[config.mk]
export PLATFORM = sky130hd
export DESIGN_NAME = kxd_ctrl
export DESIGN_NICKNAME = d
export VERILOG_FILES = /design/src/hw/rtl/kxd_pkg.sv /design/src/hw/rtl/kxd_ctrl.sv
export SDC_FILE = /design/constraint.sdc
export NUM_CORES = 1
export LEC_CHECK = 0
export ABC_CLOCK_PERIOD_IN_PS = 1900
export BUFFER_PORTS_ARGS = -buffer_cell sky130_fd_sc_hd__buf_2
export CAP_MARGIN = 10
export CORE_MARGIN = 8
export CORE_UTILIZATION = 30
export DETAILED_ROUTE_END_ITERATION = 10
export GPL_TIMING_DRIVEN = 0
export SLEW_MARGIN = 0
export SYNTH_ARGS = -nofsm -noshare
export SYNTH_HDL_FRONTEND = slang
export SYNTH_SLANG_ARGS = --single-unit
[constraint.sdc]
create_clock -name clk -period 1.9 [get_ports clk]
set_input_delay 0.285 -clock clk [delete_from_list [all_inputs] [get_ports clk]]
set_output_delay 0.285 -clock clk [all_outputs]
set_load 0.1 [all_outputs]
[src/hw/rtl/kxd_pkg.sv]
`timescale 1ns / 1ps
`default_nettype none
// ----------------------------------------------------------------------------
// kxd_pkg
// Shared constants, operation codes and the controller-to-datapath command
// struct for the keyed table XOR stream decoder.
// ----------------------------------------------------------------------------
package kxd_pkg;

  localparam int WORD_W      = 32;
  localparam int TABLE_DEPTH = 256;
  localparam int TABLE_AW    = $clog2(TABLE_DEPTH);

  localparam logic [WORD_W-1:0] SEED_MASK  = 32'h5555_5555;
  localparam logic [WORD_W-1:0] TABLE_MULT = 32'd39916801;

  localparam logic [1:0] OP_SEED = 2'd0;
  localparam logic [1:0] OP_BYTE = 2'd1;
  localparam logic [1:0] OP_HALF = 2'd2;
  localparam logic [1:0] OP_WORD = 2'd3;

  typedef struct packed {
    logic                load;   // beat accepted: capture item, form result
    logic                build;  // write one table entry
    logic                acc;    // fold RAM read data into the key
    logic [TABLE_AW-1:0] idx;    // table index or byte select
  } dp_cmd_t;

endpackage : kxd_pkg
`default_nettype wire

[src/hw/rtl/kxd_ctrl.sv]
`timescale 1ns / 1ps
`default_nettype none
// ----------------------------------------------------------------------------
// kxd_ctrl
// Controller: input/output handshake, table build sweep and key fold
// sequencing.
// ----------------------------------------------------------------------------
module kxd_ctrl (
  input  wire logic             clk,
  input  wire logic             rst,
  input  wire logic             s_tvalid,
  output logic                  s_tready,
  input  wire logic [1:0]       op,
  input  wire logic             upd,
  output logic                  m_tvalid,
  input  wire logic             m_tready,
  output kxd_pkg::dp_cmd_t      cmd
);

  localparam logic [1:0] ST_IDLE  = 2'd0;
  localparam logic [1:0] ST_BUILD = 2'd1;
  localparam logic [1:0] ST_FOLD  = 2'd2;
  localparam logic [1:0] ST_DRAIN = 2'd3;

  logic [1:0]                   state;
  logic [1:0]                   state_next;
  logic [kxd_pkg::TABLE_AW-1:0] cnt;
  logic [kxd_pkg::TABLE_AW-1:0] cnt_next;
  logic [1:0]                   last;
  logic [1:0]                   last_next;
  logic                         rd_valid;
  logic                         rd_valid_next;
  logic                         accept;

  assign s_tready = (state == ST_IDLE) && (!m_tvalid || m_tready);
  assign accept   = s_tvalid && s_tready;

  always_comb begin
    state_next    = state;
    cnt_next      = cnt;
    last_next     = last;
    rd_valid_next = 1'b0;
    cmd.load      = accept;
    cmd.build     = 1'b0;
    cmd.acc       = rd_valid;
    cmd.idx       = cnt;
    unique case (state)
      ST_IDLE: begin
        cnt_next = '0;
        if (accept) begin
          if (op == kxd_pkg::OP_SEED) begin
            state_next = ST_BUILD;
          end else if (upd) begin
            state_next = ST_FOLD;
            case (op)
              kxd_pkg::OP_BYTE: last_next = 2'd0;
              kxd_pkg::OP_HALF: last_next = 2'd1;
              default:          last_next = 2'd3;
            endcase
          end
        end
      end
      ST_BUILD: begin
        cmd.build = 1'b1;
        cnt_next  = cnt + 1'b1;
        if (cnt == kxd_pkg::TABLE_AW'(kxd_pkg::TABLE_DEPTH - 1)) begin
          state_next = ST_IDLE;
        end
      end
      ST_FOLD: begin
        // issue a read of the table entry for byte cnt
        rd_valid_next = 1'b1;
        cnt_next      = cnt + 1'b1;
        if (cnt[1:0] == last) begin
          state_next = ST_DRAIN;
        end
      end
      ST_DRAIN: begin
        state_next = ST_IDLE;
      end
      default: begin
        state_next = ST_IDLE;
      end
    endcase
  end

  always_ff @(posedge clk) begin
    if (rst) begin
      state    <= ST_IDLE;
      cnt      <= '0;
      last     <= '0;
      rd_valid <= 1'b0;
      m_tvalid <= 1'b0;
    end else begin
      state    <= state_next;
      cnt      <= cnt_next;
      last     <= last_next;
      rd_valid <= rd_valid_next;
      if (accept) begin
        m_tvalid <= 1'b1;
      end else if (m_tready) begin
        m_tvalid <= 1'b0;
      end
    end
  end

  a_seed_builds: assert property (@(posedge clk) disable iff (rst)
    accept && op == kxd_pkg::OP_SEED |=> state == ST_BUILD && cnt == '0)
    else $error("seed beat did not start the table build");

  a_build_ends: assert property (@(posedge clk) disable iff (rst)
    state == ST_BUILD && cnt == kxd_pkg::TABLE_AW'(kxd_pkg::TABLE_DEPTH - 1)
    |=> state == ST_IDLE)
    else $error("table build did not end after the last entry");

  a_read_from_fold: assert property (@(posedge clk) disable iff (rst)
    rd_valid |-> $past(state) == ST_FOLD)
    else $error("key fold data without a read issued");

  a_no_overwrite: assert property (@(posedge clk) disable iff (rst)
    m_tvalid && !m_tready |-> !s_tready)
    else $error("input taken while result register is held");

endmodule : kxd_ctrl
`default_nettype wire

# Word level (Yosys, flattened, before mapping)
# Index checks and enable logic that the tools add are counted.
[op_classes]
n_eq_ne = 11
muxes = 12
n_mul = 0
shift = 0
magnitude_cmp = 0
bitwise = 1
addsub = 1
n_div = 0
reduce_logical = 11
[op_table]
columns = ["cell", "count"]
rows = [
  ["8-bit case mux with 2 select lines", 1],
  ["2-bit two-way mux", 5],
  ["8-bit by 1-bit adder with 8-bit output, second input constant", 1],
  ["8-bit == test, second input constant", 1],
  ["2-bit case mux with 4 select lines", 1],
  ["4-bit AND reduction", 2],
  ["2-bit == test, second input constant", 3],
  ["2-bit != test, second input constant", 3],
  ["2-bit by 1-bit == test with 1-bit output, second input constant", 2],
  ["2-bit zero test", 2],
  ["1-bit two-way mux", 4],
  ["2-bit case mux with 2 select lines", 1],
  ["2-bit nonzero test", 2],
  ["3-bit by 2-bit != test with 1-bit output, second input constant", 1],
  ["2-bit == test", 1],
  ["1-bit logical AND", 2],
  ["2-bit OR reduction", 1],
  ["1-bit zero test", 1],
  ["1-bit logical OR", 1],
  ["1-bit inverter", 1],
]
[word_totals]
output_inout_bits = 13
ff_bits = 14
latch_bits = 0
ramBits = 0
mem_bits_ro = 0
mem_count = 0
wordCells = 41
input_bits = 7

# Logic depth before layout (Yosys ltp)
[depth]
depth_word = 6
mapped_depth = 6
mapped_depth_nobuf = 6

# Worst setup path before layout
# Ideal clock, no wire load.
[synth_path]
kind = "register -> output"
from = "register m_tvalid"
to = "output port s_tready"
path_buffers = 1
arrival_time_ps = 2281
t_required_ps = 1615
path_stages_with_launch = 4
slack_ps = -666
path_cell_list = "dfxtp_1 -> nor2b_4 -> buf_6 -> nor2_1"
[synth_via]
elab_chain_len = 3
[synth_rtl]
columns = ["element", "line_no", "rtl"]
rows = [
  ["start: declaration", "kxd_ctrl.sv:15", "output logic m_tvalid,"],
  ["start signal: assignment", "kxd_ctrl.sv:93", "m_tvalid <= 1'b0;"],
  ["start signal: assignment", "kxd_ctrl.sv:100", "m_tvalid <= 1'b1;"],
  ["start signal: assignment", "kxd_ctrl.sv:102", "m_tvalid <= 1'b0;"],
  ["1-bit zero test", "kxd_ctrl.sv:35", "assign s_tready = (state == ST_IDLE) && (!m_tvalid || m_tready);"],
  ["1-bit logical OR", "kxd_ctrl.sv:35", ""],
  ["1-bit logical AND", "kxd_ctrl.sv:35", ""],
  ["end: declaration", "kxd_ctrl.sv:12", "output logic s_tready,"],
]
# Every way passes these cells.

# Worst setup path after layout
[layout_path]
from = "register state[0]"
to = "output port cmd[10] (netlist name)"
[layout_via]
elab_chain_len = 3
[layout_rtl]
columns = ["element", "line_no", "rtl"]
rows = [
  ["start: declaration", "kxd_ctrl.sv:25", "logic [1:0] state;"],
  ["start signal: assignment", "kxd_ctrl.sv:95", "state <= state_next;"],
  ["2-bit zero test", "kxd_ctrl.sv:35", ""],
  ["1-bit logical AND", "kxd_ctrl.sv:35", ""],
  ["1-bit logical AND", "kxd_ctrl.sv:36", "assign accept = s_tvalid && s_tready;"],
  ["end: declaration", "kxd_ctrl.sv:17", "output kxd_pkg::dp_cmd_t cmd"],
]
# Every way passes these cells.

==> impl_results.md <==
- Outcome: complete, no violations
- First-pass GRT wire length: about 2700 um
- Setup_tns: 0 ps
- Cell area after synthesis: 785 um^2
- Via/cell ratio: 4.65
- Final GP Congestion: 0.758
- Mean Syn Cell Area: between 9 and 10 um^2
- Register Area: 287 um^2
- Largest net degree at the start of global routing: 9
- Distinct cell type count after synthesis: 31
- Die ar.: 4510 um^2
- Post-DP HPWL: 1290 um
- Met3 GRT Util: 0.0315
- Reg2Reg Depth: 5
- Total number of vias: 633
- Grt total ovfl: 0
- Critical Path End Type: primary output
- Worst setup path category: reg -> out
- Final Core Density: 0.396
- Sequential Power Share: 0.259
- Psw: about 850 uW
- CTS buffer count: 3
- Mapped Nets: 98
- Pwr Total: 1.55 mW
- Skew final: 6.63 ps
- Fill cells: 264
- CP dominant cell by count: inv_2
- Crit path arrival time: 1480 ps
- Met2 Use GR: 0.121
- Root Driver: clkbuf_4
- Crit path max fanout: 4
- Max stage delay on crit path: 340 ps
- Critical Path Source Type: flip-flop
- Clock tree buffer depth: 2
- Sink Count: 14
- Die width: 67.1 um
- Total stage count of the critical path: 6
- Clk Latency, worst-skew pair: 270 ps
- Post-synth top area cell: dfxtp_1
- Final WL: 1590 um
- Worst path required time: 1620 ps
- Core footprint: 2480 um^2
- #FFs+latches synth: 14
- Row count: 18
- Wire per inst: 11.7 um
- VDD IR-drop max: between 1000 and 1500 uV
- Final nets: 122
- Critical path buffer and inverter count: 4
- Fmax: 0.565 GHz
- Post CTS Setup Buffer Count: 0
- Rel. slew slack: 0.613
- Area of the multi-input gates: 478 um^2
- Remaining antenna violation count: 0
- Final setup vio count: 0
- IO Port Bufs: 19
- Initial antenna violation count: 0
- Effective utilization at floorplan: 0.317
- M1 GR Usage: 0.0860
- Final hold vios: 0
- PwrDens: around 1600 nW/um^2
- Synth top area share: 0.357
- Largest delay share family, worst path: buffers and inverters
- Comb power frac: 0.637
- Die Y: approximately 67 um
- TritonCTS clock tree: done
- Post-Synthesis Cells: 84
- Leak: 0.468 nW
- Hold path depth: 2
- Slowest cell on the critical path: dfxtp_1
- CTS clk-pin slew, worst paths: ~80 ps
- Worst Hold Class: in -> reg
- # diodes: 0
- Fin crit period: 1770 ps
- Iteration count of the initial detailed-routing pass: 3
- Detailed Route Iter0 Violations: 22
- Most Crowded Layer GR: met2
- Switch share: 0.548
- Slew @ Worst Pin: 580 ps
- RSZ-0062 raised after global routing: no
- Ranking of synthesized cells by area: dfxtp_1 (36%), ha_1 (11%), nor2_1 (5.7%), xor2_1 (5.6%), nand4b_4 (3.0%)
- Dpl cell area: 926 um^2
- Synth-to-layout area growth: 25.2%
- Max_cap viols: 0
- Final instance area: ~980 um^2
- Pint: 703 uW
- Final worst-path cycle share: 0.931
- Vias in the first global route: 664
- Clock power share: 0.104
- Cell Chain, Critical Path: inv_2 -> ha_4 -> inv_2 -> nor3_4 -> buf_4 -> buf_8
- Slew Viols, Final: 0
- Layout cells sized above 1: 0.396
- I/O Pins: 20
- # DRC: 0
- YS warnings: 0
- Sequential area share after synthesis: 0.357
- GRT Total Usage: 0.0751
- H-Tree Level Count: 1
registers in the layout (all words and copies together), names as in the netlist:
signal    cells
m_tvalid      1
last          2
rd_valid      1
cnt           8
state         2
kinds of logic (layout without fill, tap and decap cells):
kind of cell | after synthesis | count (layout) | share of synthesized area
simple gates | 28 | 28 | 0.226
compound gates | 18 | 18 | 0.158
flops | 14 | 14 | 0.357
buf+inv | 10 | 32 | 0.0670
fa+ha+maj | 7 | 7 | 0.112
xor+xnor | 6 | 6 | 0.0670
mux | 1 | 1 | 0.0128
worst reg2reg max path: cells and delay by family, from the launching register on:
kind                       cells  cell delay, ps
DFF                            1             340
adders and majority gates      1             290
AOI/OAI and AO/OA              1             150
and+or+nand+nor                3             640
final timing paths:
kind,startpoint,endpoint,slack [ps]
min reg2reg,cnt[7],cnt[7],510
min,rst,m_tvalid,270
max reg2reg,state[0],cnt[6],410
max,state[0],cmd[10],130
layout by cell type, fill, tap and decap left out:
cell type  instances
buf_4              2
o31a_1             1
nand2b_1           1
inv_1              3
xor2_1             5
buf_8              1
a211oi_1           2
dfxtp_2            5
buf_6              1
o21ai_0            4
nand4b_4           1
dfxtp_1            9
nor3_4             1
buf_2             18
nor2b_1            1
mux2i_1            1
ha_1               6
nor2_2             1
a21oi_1            3
nor4_4             1
inv_2              4
xnor2_1            1
nor2_1            11
o21bai_1           1
nand3_1            3
a221oi_1           2
ha_4               1
o31ai_1            2
nor2b_4            1
nand4_1            1
o21ai_1            1
o31ai_2            1
nand2_1            2
or3_1              3
nor2b_2            1
clkbuf_4           3
o21a_1             1
synth_stat cells:
master / number
o31ai_2: 1
inv_1: 5
o31ai_1: 2
dfxtp_1: 14
o21ai_1: 1
nor2b_4: 1
o21bai_1: 1
xnor2_1: 1
ha_1: 7
mux2i_1: 1
a21oi_1: 3
nand3_1: 3
nor2b_1: 1
nor2b_2: 1
o21ai_0: 4
o21a_1: 1
nand4b_4: 1
nor4_4: 1
o31a_1: 1
nor2_1: 12
xor2_1: 5
buf_4: 2
inv_2: 2
nand4_1: 1
a211oi_1: 2
or3_1: 3
nand2_1: 2
a221oi_1: 2
buf_6: 1
nand2b_1: 1
nor3_1: 1
routing by layer:
layer | part of all wire | routed length (um)
met2 | 0.41 | 660
met3 | 0.086 | 137
met5 | 0 | 0
met1 | 0.49 | 783
met4 | 0.0069 | 11
what timing repair did:
action | CTS | global route
hold buffers | 0 | 0
setup endpoints to repair | 1 | 2
gates resized for setup | 5 | 4
metrics by stage:
step	setup WS (ps)	hold slack [ps]	cells
floorplan	33.7	350	84
global placement	64.2	483	133
detailed placement	26.0	504	133
CTS	21.2	258	136
global route	18.1	257	136
finish	131	274	136
final cells by class:
type / instances / area share
Inverter: 7 / 0.0268
Timing Repair Buffer: 19 / 0.107
Sequential cell: 14 / 0.292
Multi-Input combinational cell: 60 / 0.487
Clock buffer: 3 / 0.0229
Tap cell: 30 / 0.0382
Buffer: 3 / 0.0268
power by group through the flow:
stage	Clock (mW)	Sequential, mW	Combinational [mW]
floorplan	0	0.527	0.662
global placement	0	0.405	0.910
detailed placement	0	0.407	0.918
CTS	0.171	0.400	0.955
global route	0.184	0.413	1.06
finish	0.162	0.402	0.990
Note: power is estimated with default switching activity, not from simulation.
